==> src/design/touch_calibrate_and_map_defines.svh <==
// Assertion macros for the touch calibration block.
`ifndef TOUCH_CALIBRATE_AND_MAP_DEFINES_SVH
`define TOUCH_CALIBRATE_AND_MAP_DEFINES_SVH

// Same-cycle implication, sampled on clk, off during reset.
`define TCM_ASSERT_IMP(lbl, ante, cons, msg) \
	lbl: assert property (@(posedge clk) disable iff (!arst_n) (ante) |-> (cons)) \
		else $error(msg);

// Next-cycle implication, sampled on clk, off during reset.
`define TCM_ASSERT_NXT(lbl, ante, cons, msg) \
	lbl: assert property (@(posedge clk) disable iff (!arst_n) (ante) |=> (cons)) \
		else $error(msg);

`endif

==> src/design/tcm_pkg.sv <==
// Shared types and constants for the touch calibration block.
`timescale 1ns / 1ps
`default_nettype none
package tcm_pkg;

	localparam int RAW_BITS      = 12;
	localparam int SCR_BITS      = 12;
	localparam int SCALE_BITS    = 32;
	localparam int CNT_BITS      = 3;
	localparam int DEN_BITS      = 14;
	localparam int MAX_POINTS    = 7;
	localparam int FRAC_BITS_DEF = 16;
	localparam int CFG_IDX_BITS  = 2;

	localparam logic [RAW_BITS:0] RAW_MID = (RAW_BITS + 1)'(1 << (RAW_BITS - 1));

	localparam logic [SCR_BITS-1:0] SCREEN_W_RST = 12'd320;
	localparam logic [SCR_BITS-1:0] SCREEN_H_RST = 12'd240;

	localparam logic [CFG_IDX_BITS-1:0] REG_POINT_COUNT  = 2'd0;
	localparam logic [CFG_IDX_BITS-1:0] REG_SCREEN_WIDTH = 2'd1;
	localparam logic [CFG_IDX_BITS-1:0] REG_SCREEN_HEIGHT = 2'd2;

	typedef struct packed {
		logic [SCR_BITS-1:0] target_y;
		logic [SCR_BITS-1:0] target_x;
		logic                pen_up;
		logic [RAW_BITS-1:0] raw_y;
		logic [RAW_BITS-1:0] raw_x;
	} in_item_t;

	typedef struct packed {
		logic                calib_ok;
		logic [SCR_BITS-1:0] pos_y;
		logic [SCR_BITS-1:0] pos_x;
		logic                touch_valid;
	} out_item_t;

	// Result of one mapped axis.
	typedef struct packed {
		logic                valid;
		logic                axis_y;
		logic [SCR_BITS-1:0] pos;
	} map_res_t;

endpackage
`default_nettype wire

==> src/design/tcm_div.sv <==
// Restoring radix-2 divider, one quotient bit per cycle.
`timescale 1ns / 1ps
`default_nettype none
module tcm_div #(
	parameter int NUM_BITS = 28,
	parameter int DEN_BITS = 14
) (
	input  wire logic                clk,
	input  wire logic                arst_n,
	input  wire logic                start,
	input  wire logic [NUM_BITS-1:0] dividend,
	input  wire logic [DEN_BITS-1:0] divisor,
	output logic                     done,
	output logic [NUM_BITS-1:0]      quotient
);
	localparam int CW = $clog2(NUM_BITS);

	logic                busy_q;
	logic                done_q;
	logic [CW-1:0]       cnt_q;
	logic [NUM_BITS-1:0] quo_q;
	logic [DEN_BITS-1:0] rem_q;
	logic [DEN_BITS-1:0] den_q;
	logic [DEN_BITS:0]   rem_sh;
	logic [DEN_BITS:0]   diff;
	logic                qbit;
	logic [DEN_BITS-1:0] rem_next;

	always_comb begin
		rem_sh   = {rem_q, quo_q[NUM_BITS-1]};
		diff     = rem_sh - {1'b0, den_q};
		qbit     = ~diff[DEN_BITS];
		rem_next = qbit ? diff[DEN_BITS-1:0] : rem_sh[DEN_BITS-1:0];
	end

	always_ff @(posedge clk or negedge arst_n) begin
		if (!arst_n) begin
			busy_q <= 1'b0;
			done_q <= 1'b0;
			cnt_q  <= '0;
		end else begin
			done_q <= 1'b0;
			if (start) begin
				busy_q <= 1'b1;
				cnt_q  <= CW'(NUM_BITS - 1);
			end else if (busy_q) begin
				cnt_q <= cnt_q - 1'b1;
				if (cnt_q == '0) begin
					busy_q <= 1'b0;
					done_q <= 1'b1;
				end
			end
		end
	end

	always_ff @(posedge clk) begin
		if (start) begin
			quo_q <= dividend;
			rem_q <= '0;
			den_q <= divisor;
		end else if (busy_q) begin
			rem_q <= rem_next;
			quo_q <= {quo_q[NUM_BITS-2:0], qbit};
		end
	end

	assign done     = done_q;
	assign quotient = quo_q;

endmodule
`default_nettype wire

==> src/design/tcm_mapper.sv <==
// Two-stage axis mapper: centre and multiply, then round, offset and clamp.
`timescale 1ns / 1ps
`default_nettype none
module tcm_mapper #(
	parameter int FRAC_BITS = tcm_pkg::FRAC_BITS_DEF
) (
	input  wire logic                                clk,
	input  wire logic                                arst_n,
	input  wire logic                                start,
	input  wire logic                                axis_y,
	input  wire logic [tcm_pkg::RAW_BITS-1:0]        raw,
	input  wire logic [tcm_pkg::SCALE_BITS-1:0]      scale,
	input  wire logic [tcm_pkg::SCR_BITS-1:0]        origin,
	output tcm_pkg::map_res_t                        res
);
	import tcm_pkg::*;

	localparam int PW = RAW_BITS + 1 + SCALE_BITS;
	localparam logic signed [PW-1:0] ROUND_HALF = PW'(1) <<< (FRAC_BITS - 1);

	logic signed [RAW_BITS:0] cen;
	logic signed [PW-1:0]     prod_s1;
	logic [SCR_BITS-1:0]      origin_s1;
	logic                     axis_s1;
	logic                     valid_s1;
	logic signed [PW-1:0]     rnd;
	logic signed [PW-1:0]     rsh;
	logic signed [PW:0]       pos_w;
	logic signed [PW:0]       hi_w;
	logic [SCR_BITS-1:0]      pos_c;
	map_res_t                 res_q;

	assign cen = $signed({1'b0, raw} - RAW_MID);

	always_comb begin
		rnd   = prod_s1 + ROUND_HALF;
		rsh   = rnd >>> FRAC_BITS;
		pos_w = (PW + 1)'(rsh) + $signed({{(PW + 1 - SCR_BITS){1'b0}}, origin_s1});
		hi_w  = $signed({{(PW - SCR_BITS){1'b0}}, origin_s1, 1'b0}) - (PW + 1)'(1);
		if (origin_s1 == '0) begin
			pos_c = '0;
		end else if (pos_w[PW]) begin
			pos_c = '0;
		end else if (pos_w > hi_w) begin
			pos_c = hi_w[SCR_BITS-1:0];
		end else begin
			pos_c = pos_w[SCR_BITS-1:0];
		end
	end

	always_ff @(posedge clk or negedge arst_n) begin
		if (!arst_n) begin
			valid_s1 <= 1'b0;
			res_q    <= '0;
		end else begin
			valid_s1     <= start;
			res_q.valid  <= valid_s1;
			res_q.axis_y <= axis_s1;
			res_q.pos    <= pos_c;
		end
	end

	always_ff @(posedge clk) begin
		prod_s1   <= cen * $signed(scale);
		origin_s1 <= origin;
		axis_s1   <= axis_y;
	end

	assign res = res_q;

endmodule
`default_nettype wire

==> src/design/touch_calibrate_and_map.sv <==
// Top level: touch calibration sequencer, mapping and stream ports.
// Usage:
//   Items enter on s_axis; tuser carries cmd (0 map a sample, 1 calibration
//   point). One result leaves on m_axis per item; tlast is calib_done.
//   cfg_* writes point_count (0), screen_width (1), screen_height (2), always
//   ready. The user must write it only while the block is idle; not enforced.
// Sequencing:
//   A sample runs from acceptance to the output register through the mapper,
//   one multiplier used for X then Y. A pen-up sample skips the mapper.
//   A calibration point uses one serial divider, which produces FRAC_BITS+12
//   quotient bits for X, then for Y.
//   s_axis_tready is high only between items, one item at a time.
// Stall:
//   A finished result waits in the output register; the next item is still
//   accepted and runs, and its result holds until the register frees.
// Reset:
//   Scales, origins, sums and run progress clear; screen size returns to
//   320x240, point_count to 0. Mapping gives 0 on uncalibrated axes.
`timescale 1ns / 1ps
`default_nettype none
`include "touch_calibrate_and_map_defines.svh"
module touch_calibrate_and_map #(
	parameter int FRAC_BITS = tcm_pkg::FRAC_BITS_DEF
) (
	input  wire logic                                 clk,
	input  wire logic                                 arst_n,
	input  wire logic                                 s_axis_tvalid,
	output logic                                      s_axis_tready,
	// raw_x, raw_y, pen_up, target_x, target_y, zero fill
	input  wire logic [55:0]                          s_axis_tdata,
	// cmd
	input  wire logic                                 s_axis_tuser,
	output logic                                      m_axis_tvalid,
	input  wire logic                                 m_axis_tready,
	// touch_valid, pos_x, pos_y, calib_ok, zero fill
	output logic [31:0]                               m_axis_tdata,
	// calib_done
	output logic                                      m_axis_tlast,
	input  wire logic                                 cfg_valid,
	output logic                                      cfg_ready,
	input  wire logic [tcm_pkg::CFG_IDX_BITS-1:0]     cfg_index,
	input  wire logic [tcm_pkg::SCR_BITS-1:0]         cfg_data
);
	import tcm_pkg::*;

	localparam int NUM_BITS = SCR_BITS + FRAC_BITS;

	typedef enum logic [3:0] {
		S_IDLE, S_MAP_X, S_MAP_Y, S_MAP_WAIT, S_CAL,
		S_DIV_X, S_WAIT_X, S_DIV_Y, S_WAIT_Y, S_END, S_EMIT
	} state_t;

	state_t                  state_q;
	in_item_t                item_q;
	out_item_t               res_q;
	logic                    res_done_q;
	out_item_t               out_q;
	logic                    out_valid_q;
	logic                    out_last_q;

	logic [CNT_BITS-1:0]     point_count_q;
	logic [SCR_BITS-1:0]     screen_w_q;
	logic [SCR_BITS-1:0]     screen_h_q;
	logic [SCALE_BITS-1:0]   scale_x_q;
	logic [SCALE_BITS-1:0]   scale_y_q;
	logic [SCR_BITS-1:0]     origin_x_q;
	logic [SCR_BITS-1:0]     origin_y_q;
	logic [SCALE_BITS-1:0]   sum_x_q;
	logic [SCALE_BITS-1:0]   sum_y_q;
	logic [CNT_BITS-1:0]     points_seen_q;
	logic                    run_failed_q;

	in_item_t                in_item;
	logic [SCR_BITS-1:0]     mid_x;
	logic [SCR_BITS-1:0]     mid_y;
	logic signed [SCR_BITS:0] sx;
	logic signed [SCR_BITS:0] sy;
	logic signed [RAW_BITS:0] tx;
	logic signed [RAW_BITS:0] ty;
	logic signed [SCR_BITS:0] sc_sel;
	logic signed [RAW_BITS:0] tc_sel;
	logic [SCR_BITS-1:0]     sc_mag;
	logic [RAW_BITS-1:0]     tc_mag;
	logic                    q_neg;
	logic                    axis_y_sel;
	logic [NUM_BITS-1:0]     dividend;
	logic [DEN_BITS-1:0]     divisor;
	logic                    div_start;
	logic                    div_done;
	logic [NUM_BITS-1:0]     quotient;
	logic [SCALE_BITS-1:0]   q32;
	logic [SCALE_BITS-1:0]   q_signed;
	logic                    bad_setup;
	logic                    centred;
	logic                    run_end;
	logic                    map_start;
	logic                    map_axis_y;
	map_res_t                map_res;
	logic                    accept;
	logic                    out_free;

	assign in_item = in_item_t'(s_axis_tdata[$bits(in_item_t)-1:0]);
	assign accept  = s_axis_tvalid && s_axis_tready;

	// Centred screen and touch offsets of the held calibration point.
	always_comb begin
		mid_x = screen_w_q >> 1;
		mid_y = screen_h_q >> 1;
		sx = $signed({1'b0, item_q.target_x}) - $signed({1'b0, mid_x});
		sy = $signed({1'b0, item_q.target_y}) - $signed({1'b0, mid_y});
		tx = $signed({1'b0, item_q.raw_x} - RAW_MID);
		ty = $signed({1'b0, item_q.raw_y} - RAW_MID);
		bad_setup = (point_count_q == '0) || (point_count_q > CNT_BITS'(MAX_POINTS))
			|| (screen_w_q == '0) || (screen_h_q == '0);
		centred = (sx == '0) || (sy == '0) || (tx == '0) || (ty == '0);
		run_end = ({1'b0, points_seen_q} + 1'b1) >= {1'b0, point_count_q};
	end

	// Divider operand select: Y axis in its own start and wait states.
	always_comb begin
		axis_y_sel = (state_q == S_DIV_Y) || (state_q == S_WAIT_Y);
		sc_sel     = axis_y_sel ? sy : sx;
		tc_sel     = axis_y_sel ? ty : tx;
		sc_mag     = sc_sel[SCR_BITS] ? SCR_BITS'(-sc_sel) : sc_sel[SCR_BITS-1:0];
		tc_mag     = tc_sel[RAW_BITS] ? RAW_BITS'(-tc_sel) : tc_sel[RAW_BITS-1:0];
		q_neg      = sc_sel[SCR_BITS] ^ tc_sel[RAW_BITS];
		dividend   = {sc_mag, {FRAC_BITS{1'b0}}};
		divisor    = DEN_BITS'(tc_mag) * DEN_BITS'(point_count_q);
		div_start  = (state_q == S_DIV_X) || (state_q == S_DIV_Y);
		q32        = SCALE_BITS'(quotient);
		q_signed   = q_neg ? -q32 : q32;
	end

	assign map_start  = (state_q == S_MAP_X) || (state_q == S_MAP_Y);
	assign map_axis_y = (state_q == S_MAP_Y);

	tcm_div #(
		.NUM_BITS(NUM_BITS),
		.DEN_BITS(DEN_BITS)
	) u_div (
		.clk      (clk),
		.arst_n   (arst_n),
		.start    (div_start),
		.dividend (dividend),
		.divisor  (divisor),
		.done     (div_done),
		.quotient (quotient)
	);

	tcm_mapper #(
		.FRAC_BITS(FRAC_BITS)
	) u_mapper (
		.clk    (clk),
		.arst_n (arst_n),
		.start  (map_start),
		.axis_y (map_axis_y),
		.raw    (map_axis_y ? item_q.raw_y : item_q.raw_x),
		.scale  (map_axis_y ? scale_y_q : scale_x_q),
		.origin (map_axis_y ? origin_y_q : origin_x_q),
		.res    (map_res)
	);

	// Configuration registers.
	always_ff @(posedge clk or negedge arst_n) begin
		if (!arst_n) begin
			point_count_q <= '0;
			screen_w_q    <= SCREEN_W_RST;
			screen_h_q    <= SCREEN_H_RST;
		end else if (cfg_valid) begin
			unique case (cfg_index)
				REG_POINT_COUNT:   point_count_q <= cfg_data[CNT_BITS-1:0];
				REG_SCREEN_WIDTH:  screen_w_q    <= cfg_data;
				REG_SCREEN_HEIGHT: screen_h_q    <= cfg_data;
				default: ;
			endcase
		end
	end

	assign out_free = !out_valid_q || m_axis_tready;

	always_ff @(posedge clk or negedge arst_n) begin
		if (!arst_n) begin
			state_q       <= S_IDLE;
			scale_x_q     <= '0;
			scale_y_q     <= '0;
			origin_x_q    <= '0;
			origin_y_q    <= '0;
			sum_x_q       <= '0;
			sum_y_q       <= '0;
			points_seen_q <= '0;
			run_failed_q  <= 1'b0;
			out_valid_q   <= 1'b0;
			item_q        <= '0;
			res_q         <= '0;
			res_done_q    <= 1'b0;
			out_q         <= '0;
			out_last_q    <= 1'b0;
		end else begin
			// Load the output register from emit, else drop it once taken.
			if (state_q == S_EMIT && out_free) begin
				out_valid_q <= 1'b1;
			end else if (m_axis_tready) begin
				out_valid_q <= 1'b0;
			end
			unique case (state_q)
				S_IDLE: begin
					if (accept) begin
						item_q     <= in_item;
						res_q      <= '{calib_ok: 1'b0, pos_y: '0, pos_x: '0,
							touch_valid: !s_axis_tuser && !in_item.pen_up};
						res_done_q <= 1'b0;
						if (s_axis_tuser) begin
							state_q <= S_CAL;
						end else if (in_item.pen_up) begin
							state_q <= S_EMIT;
						end else begin
							state_q <= S_MAP_X;
						end
					end
				end
				S_MAP_X: state_q <= S_MAP_Y;
				S_MAP_Y: state_q <= S_MAP_WAIT;
				S_MAP_WAIT: begin
					if (map_res.valid) begin
						if (map_res.axis_y) begin
							res_q.pos_y <= map_res.pos;
							state_q     <= S_EMIT;
						end else begin
							res_q.pos_x <= map_res.pos;
						end
					end
				end
				S_CAL: begin
					// A new run starts from empty sums.
					if (points_seen_q == '0) begin
						sum_x_q <= '0;
						sum_y_q <= '0;
					end
					if (bad_setup || centred) begin
						run_failed_q <= 1'b1;
						state_q      <= S_END;
					end else begin
						if (points_seen_q == '0) begin
							run_failed_q <= 1'b0;
						end
						state_q <= S_DIV_X;
					end
				end
				S_DIV_X: state_q <= S_WAIT_X;
				S_WAIT_X: begin
					if (div_done) begin
						sum_x_q <= sum_x_q + q_signed;
						state_q <= S_DIV_Y;
					end
				end
				S_DIV_Y: state_q <= S_WAIT_Y;
				S_WAIT_Y: begin
					if (div_done) begin
						sum_y_q <= sum_y_q + q_signed;
						state_q <= S_END;
					end
				end
				S_END: begin
					if (run_end) begin
						points_seen_q <= '0;
						res_done_q    <= 1'b1;
						if (!run_failed_q) begin
							scale_x_q      <= sum_x_q;
							scale_y_q      <= sum_y_q;
							origin_x_q     <= mid_x;
							origin_y_q     <= mid_y;
							res_q.calib_ok <= 1'b1;
						end
					end else begin
						points_seen_q <= points_seen_q + 1'b1;
					end
					state_q <= S_EMIT;
				end
				S_EMIT: begin
					// Hold until the output register frees.
					if (out_free) begin
						out_q      <= res_q;
						out_last_q <= res_done_q;
						state_q    <= S_IDLE;
					end
				end
				default: state_q <= S_IDLE;
			endcase
		end
	end

	assign s_axis_tready = (state_q == S_IDLE);
	assign m_axis_tvalid = out_valid_q;
	assign m_axis_tdata  = {(32 - $bits(out_item_t))'(0), out_q};
	assign m_axis_tlast  = out_last_q;
	assign cfg_ready     = 1'b1;

	`TCM_ASSERT_IMP(a_div_done_in_wait, div_done, state_q == S_WAIT_X || state_q == S_WAIT_Y, "divider result outside a wait state")
	`TCM_ASSERT_IMP(a_map_res_in_map, map_res.valid, state_q == S_MAP_Y || state_q == S_MAP_WAIT, "mapper result outside mapping")
	`TCM_ASSERT_NXT(a_emit_holds, state_q == S_EMIT && out_valid_q && !m_axis_tready, state_q == S_EMIT && out_valid_q, "result overwrote a pending output")
	`TCM_ASSERT_IMP(a_ok_needs_done, out_valid_q && out_q.calib_ok, out_last_q && !out_q.touch_valid, "calib_ok without calib_done")
	`TCM_ASSERT_IMP(a_touch_is_sample, out_valid_q && out_q.touch_valid, !out_last_q, "touch result marked as run end")

endmodule
`default_nettype wire
==> config.mk <==
export PLATFORM = sky130hd
export DESIGN_NAME = touch_calibrate_and_map
export DESIGN_NICKNAME = d
export VERILOG_FILES = /design/src/design/tcm_pkg.sv /design/src/design/tcm_div.sv /design/src/design/tcm_mapper.sv /design/src/design/touch_calibrate_and_map.sv
export VERILOG_INCLUDE_DIRS = /design/src /design/src/design
export SDC_FILE = /design/constraint.sdc
export NUM_CORES = 2
export LEC_CHECK = 0
export BUFFER_PORTS_ARGS = -buffer_cell sky130_fd_sc_hd__buf_2
export CAP_MARGIN = 20
export CORE_MARGIN = 3
export CORE_UTILIZATION = 50
export DETAILED_ROUTE_END_ITERATION = 6
export PLACE_DENSITY = 0.68
export SLEW_MARGIN = 20
export SYNTH_ARGS = -nofsm -noshare
export SYNTH_HDL_FRONTEND = slang
export SYNTH_HIERARCHICAL = 1
export SYNTH_SLANG_ARGS = --single-unit
==> constraint.sdc <==
create_clock -name clk -period 11.15 [get_ports clk]
set_clock_uncertainty 0.2 [all_clocks]
set_input_delay 0.5575 -clock clk [delete_from_list [all_inputs] [get_ports clk]]
set_output_delay 0.5575 -clock clk [all_outputs]
set_load 0.1 [all_outputs]
# [Yosys cells after proc, flatten, opt, wreduce, memory -nomap -nowiden]
# Cells that the tools add are included.
[totals] ff_bits=423 out_inout_bits=36 mem_bits_rw=0 wordCells=191 romBits=0 latch_bits=0 mem_count=0
[op_classes] bitwise=3 shifts=0 eq_ne=22 n_reduce_logical=50 magnitude_cmp=3 multipliers=2 n_addsub=17 n_div=0 mux=53
[ops] cell="2-to-1 mux 32 bit" n=5
[ops] cell="case mux 32 bit (2 select lines)" n=2
[ops] cell="2-to-1 mux 12 bit" n=8
[ops] cell="adder 32 bit" n=2
[ops] cell="2-to-1 mux 28 bit" n=2
[ops] cell="logical NOT 13 bit" n=4
[ops] cell="case mux 24 bit (2 select lines)" n=1
[ops] cell="> comparator 46 bit" n=1
[ops] cell="adder 45 x 17 -> 45 bit, second input constant" n=1
[ops] cell="multiplier 13 x 32 -> 45 bit" n=1
[ops] cell="case mux 4 bit (11 select lines)" n=1
[ops] cell="subtractor 12 x 12 -> 13 bit, second input constant" n=3
[ops] cell="logical NOT 12 bit" n=3
[ops] cell="2-to-1 mux 4 bit" n=9
[ops] cell="negator 28 -> 32 bit" n=1
[ops] cell="adder 29 x 12 -> 30 bit" n=1
[ops] cell="2-to-1 mux 13 bit" n=2
[ops] cell="2-to-1 mux 26 bit" n=1
[ops] cell="subtractor 12 x 11 -> 13 bit" n=2
[ops] cell="2-to-1 mux 24 bit" n=1
[ops] cell="negator 12 bit" n=2
[ops] cell="equality test 4 x 3 -> 1 bit, second input constant" n=4
[ops] cell="subtractor 15 x 14 -> 15 bit" n=1
[ops] cell="multiplier 12 x 3 -> 14 bit" n=1
[ops] cell="other kinds (33)" n=91

# [Logic depth before layout (Yosys ltp)]
[depth] depth_word=8 depth_mapped=30

# [Cells and area by module]
# The synthesis kept the hierarchy.
[by_module_without_submodules] module="touch_calibrate_and_map" cells_each=1941 area_each_um2=18738.0 instances=1
[by_module_without_submodules] module="tcm_mapper" cells_each=1869 area_each_um2=17061.4 instances=1
[by_module_without_submodules] module="tcm_div" cells_each=277 area_each_um2=3260.6 instances=1

# [Least setup slack after synthesis]
# No wires, ideal clock.
[synth_timing] path_type="reg2reg" from="register state_q[0]" to="register u_mapper.prod_s1[40]" setup_slack_ns=3.258 path_buffers=5 arrival_time_ns=7.569 stages_incl_launch_ff=29 setup_ns=0.123 path_cell_list="dfrtp_1 > buf_2 > clkbuf_1 > nand2b_1 > nor3_1 > clkbuf_1 > mux2_2 > clkbuf_1 > clkbuf_1 > or2_2 > fa_1 > fa_1 > inv_1 > fa_1 > fa_1 > fa_1 > inv_1 > fa_1 > inv_1 > ha_1 > a21oi_1 > o21ai_0 > a21oi_1 > a31o_2 > o21ai_0 > a221o_1 > a41oi_1 > o21bai_1 > xor2_1"
[synth_via] elab_chain_len=4 elab_cells_between_ends=5 cone_classes="add/sub (1); mul (1); eq/ne (1); mux (2)"
[synth_lines] item="from (decl)" line="touch_calibrate_and_map.sv:53" source="state_t state_q;"
[synth_lines] item="from (signal assigned)" line="touch_calibrate_and_map.sv:183" source="state_q <= S_IDLE;"
[synth_lines] item="from (signal assigned)" line="touch_calibrate_and_map.sv:213" source="state_q <= S_CAL;"
[synth_lines] item="from (signal assigned)" line="touch_calibrate_and_map.sv:215" source="state_q <= S_EMIT;"
[synth_lines] item="equality test 4 x 2 -> 1 bit (*)" line="touch_calibrate_and_map.sv:135" source="assign map_axis_y = (state_q == S_MAP_Y);"
[synth_lines] item="2-to-1 mux 12 bit" line="touch_calibrate_and_map.sv:157" source=".raw (map_axis_y ? item_q.raw_y : item_q.raw_x),"
[synth_lines] item="subtractor 12 x 12 -> 13 bit" line="tcm_mapper.sv:33" source="assign cen = $signed({1'b0, raw} - RAW_MID);"
[synth_lines] item="multiplier 13 x 32 -> 45 bit (*)" line="tcm_mapper.sv:64" source="prod_s1 <= cen * $signed(scale);"
[synth_lines] item="to (signal assigned)" line="tcm_mapper.sv:64"
[synth_lines] item="to (decl)" line="tcm_mapper.sv:22" source="logic signed [PW-1:0] prod_s1;"
# Every way passes the cells marked *; elsewhere a longest branch is shown, timed or not.
# A chain may end at the register's enable or synchronous reset.

# [Worst setup path after layout]
[layout_timing] from="register state_q[1]" to="register u_mapper.prod_s1[40]"
# Same word-level chain as after synthesis.

==> reports/metrics.yaml <==
cts_resized: 0
critPathSlowestCell: "dfrtp_1"
drt_wl_total_mm: 92.3
drt_iter0_markers: 1903
root_buffer: "clkbuf_16"
wl_met1_mm: 42.2
synthFlopType: "dfrtp_1"
crit_top_cell: "fa_1"
fin_crit_sh: 0.804
syn_area_um2: 39100
io_pins: 112
fin_crit_ns: 8.97
seq_area_frac_synth: 0.260
async_reset_ff_frac: 0.758
grt_pass1_vias: 29361
final-setup-viol-count: 0
rows: 101
setup_tns_ns: 0
vias: 28791
cpLargestDelayFamily: "adder cells"
crit_path_end_kind: "flop"
numPortBuffers: 97
gp_congestion: 0.909
ir_drop_mv: 0.175
drive_above_1_share: 0.123
drc_errors: 0
clock.fmax_ghz: 0.112
post_drt_wl_per_cell_um: 17.6
final_cell_mix: "nand2_1, inv_1, fa_1"
cpPeakStageDelay_ns: 0.69
dr.max_layer_used: "met4"
wl_met2_mm: 43.1
drt_first_pass_iters: 5
num-fill-cells: 6793
die-width_um: 286
hold_class: "input port to flop"
rsz0062_at_grt: "no"
relSlewSlack: 0.282
critical_path_class: "flop to flop"
dp_cells: 5087
yosys-top-cells-area: "fa_1, dfrtp_1, ha_1"
yosysTopAreaCell: "fa_1"
maxCapViolCount: 0
grt_pass1_wl_mm: 154
dr_wl_met3_mm: 4.99
cts_sinks: 409
yosysWarnings: 6
antenna_found_initial: 1
grt-ovfl-total: 0
hold_viol: 0
final_nets: 4906
max_slew.worst_pin.slew_ns: 1.07
track_usage: 0.231
power_leakage_nw: 20.2
core_area_um2: 76700
cts_buffer_depth: 3
finalWorstSetupSlack_ns: 2.18
start_kind: "flop"
crit_buf_inv: 5
synth-seq-cells: 409
clkTransAtPathRegs_ns: 0.07
synth_edf_count: 42
initial_core_util: 0.509
critPathMaxFanout: 64
cp.required_ns: 11.39
vias_per_cell: 5.50
ys_types: 111
syn_area_per_cell_um2: 9.56
num_antenna_cells: 0
synth_cells: 4087
die-area_um2: 81500
h-tree-depth: 2
placement.setup.worst_slack_ns: 2.19
insertion_delay_ns: 0.61
ant_nets: 0
area_growth_pct: 9.05
grt_max_degree: 117
dieHeight_um: 286
cts_tree: "done"
status: "finished, final reports clean"
power.density_nw_per_um2: 302
slew_violations: 0
layout_commonest_cell: "nand2_1"
final_cells: 5232
dp_hpwl_mm: 71.1
synth.top_cell.area_share: 0.199
worstPathArrival_ns: 9.21
cts_buffers: 48
## worst register-to-register path: cells and delay by family (launching register included)
kind	cells	cell delay, ns
adder cells (fa/ha/maj)	7	3.23
AO/OA/AOI/OAI	8	2.14
buffers and inverters	5	1.30
AND/OR/NAND/NOR	3	0.72
flip-flops	1	0.69
multiplexers	1	0.39
XOR/XNOR	1	0.15
## report_power, final
group / switching (W) / internal, W
Combinational: 0.00536 / 0.00335
Clock: 0.000668 / 0.000964
Sequential: 0.000473 / 0.00203
## worst paths after layout
check                      slack (ns)        startpoint  cells after the start              endpoint
max                              2.18        state_q[1]                     25  u_mapper/prod_s1[40]
max reg2reg                      2.18        state_q[1]                     25  u_mapper/prod_s1[40]
min                              0.05       cfg_data[5]                      2         screen_h_q[5]
max in group asynchronous        8.25            arst_n                      4      m_axis_tdata[10]
min reg2reg                      0.14  u_mapper/axis_s1                      0      u_mapper/res[12]
min in group asynchronous        0.38            arst_n                      2            item_q[41]
## synth_stat cells (all sizes together), types with 24 or more instances
library cell,count
mux2,221
fa,388
ha,278
edfxtp,42
clkbuf,122
nor3,51
mux2i,25
and2,143
a21oi,139
inv,438
a211oi,28
nor2,178
nor4,24
nand4,26
nand3,59
nor2b,48
o21ai,176
xnor2,156
a21o,53
dfxtp,57
dfrtp,304
nand2b,46
buf,44
a31oi,29
xor2,79
nand2,632
## area by class of cell
type,count,area (um2),area share
clock inverters,25,315,0.00740
flip-flops and latches,409,10200,0.239
clock buffers,63,1330,0.0312
repair buffers,172,1210,0.0283
well taps,1030,1290,0.0303
inverters,438,1640,0.0386
multi-input cells,3095,26600,0.626
## timing repair
| action | in CTS | in global routing |
|---|---|---|
| endpoints found under the hold margin | 172 | 0 |
| setup buffers | 0 | 0 |
| hold buffers | 56 | 0 |
## registers in the layout, indices dropped and copies added (netlist names), 3 cells and up
name / cells
u_div/cnt_q: 5
sum_y_q: 32
u_div/rem_q: 14
u_mapper/origin_s1: 12
res_q: 26
item_q: 48
screen_w_q: 12
u_mapper/prod_s1: 30
point_count_q: 3
scale_x_q: 32
u_div/quotient: 28
state_q: 4
m_axis_tdata: 26
origin_y_q: 11
u_div/den_q: 14
scale_y_q: 32
origin_x_q: 11
sum_x_q: 32
screen_h_q: 12
points_seen_q: 3
u_mapper/res: 14
## logic make-up (layout without fill, tap and decap cells)
| kind of cell | Yosys count | after routing | synth area share |
|---|---|---|---|
| other cells | 2 | 24 | 0.000192 |
| simple gates | 1308 | 1308 | 0.160 |
| buf+inv | 605 | 698 | 0.0611 |
| flops | 409 | 409 | 0.260 |
| xor+xnor | 235 | 235 | 0.0529 |
| fa+ha+maj | 666 | 666 | 0.288 |
| compound gates | 616 | 616 | 0.107 |
| mux | 246 | 246 | 0.0713 |
## metal layers
metal	up-vias	track usage
li1	13724	-
met3	113	0.0355
met5	-	0
met4	0	0.0521
met2	643	0.383
met1	14311	0.319
## through the flow
step | power (W) | utilization | hold slack [ns] | cell area [um2]
6_report | 0.0128 | 0.555 | 0.0526 | 42600
5_1_grt | 0.0140 | 0.555 | 0.0282 | 42600
4_1_cts | 0.0128 | 0.555 | 0.00247 | 42600
3_5_place_dp | 0.0111 | 0.526 | 0.131 | 40400
3_3_place_gp | 0.0109 | 0.526 | 0.120 | 40400
2_1_floorplan | 0.00903 | - | 0.0619 | 39100
(Power assumes the default switching activity.)
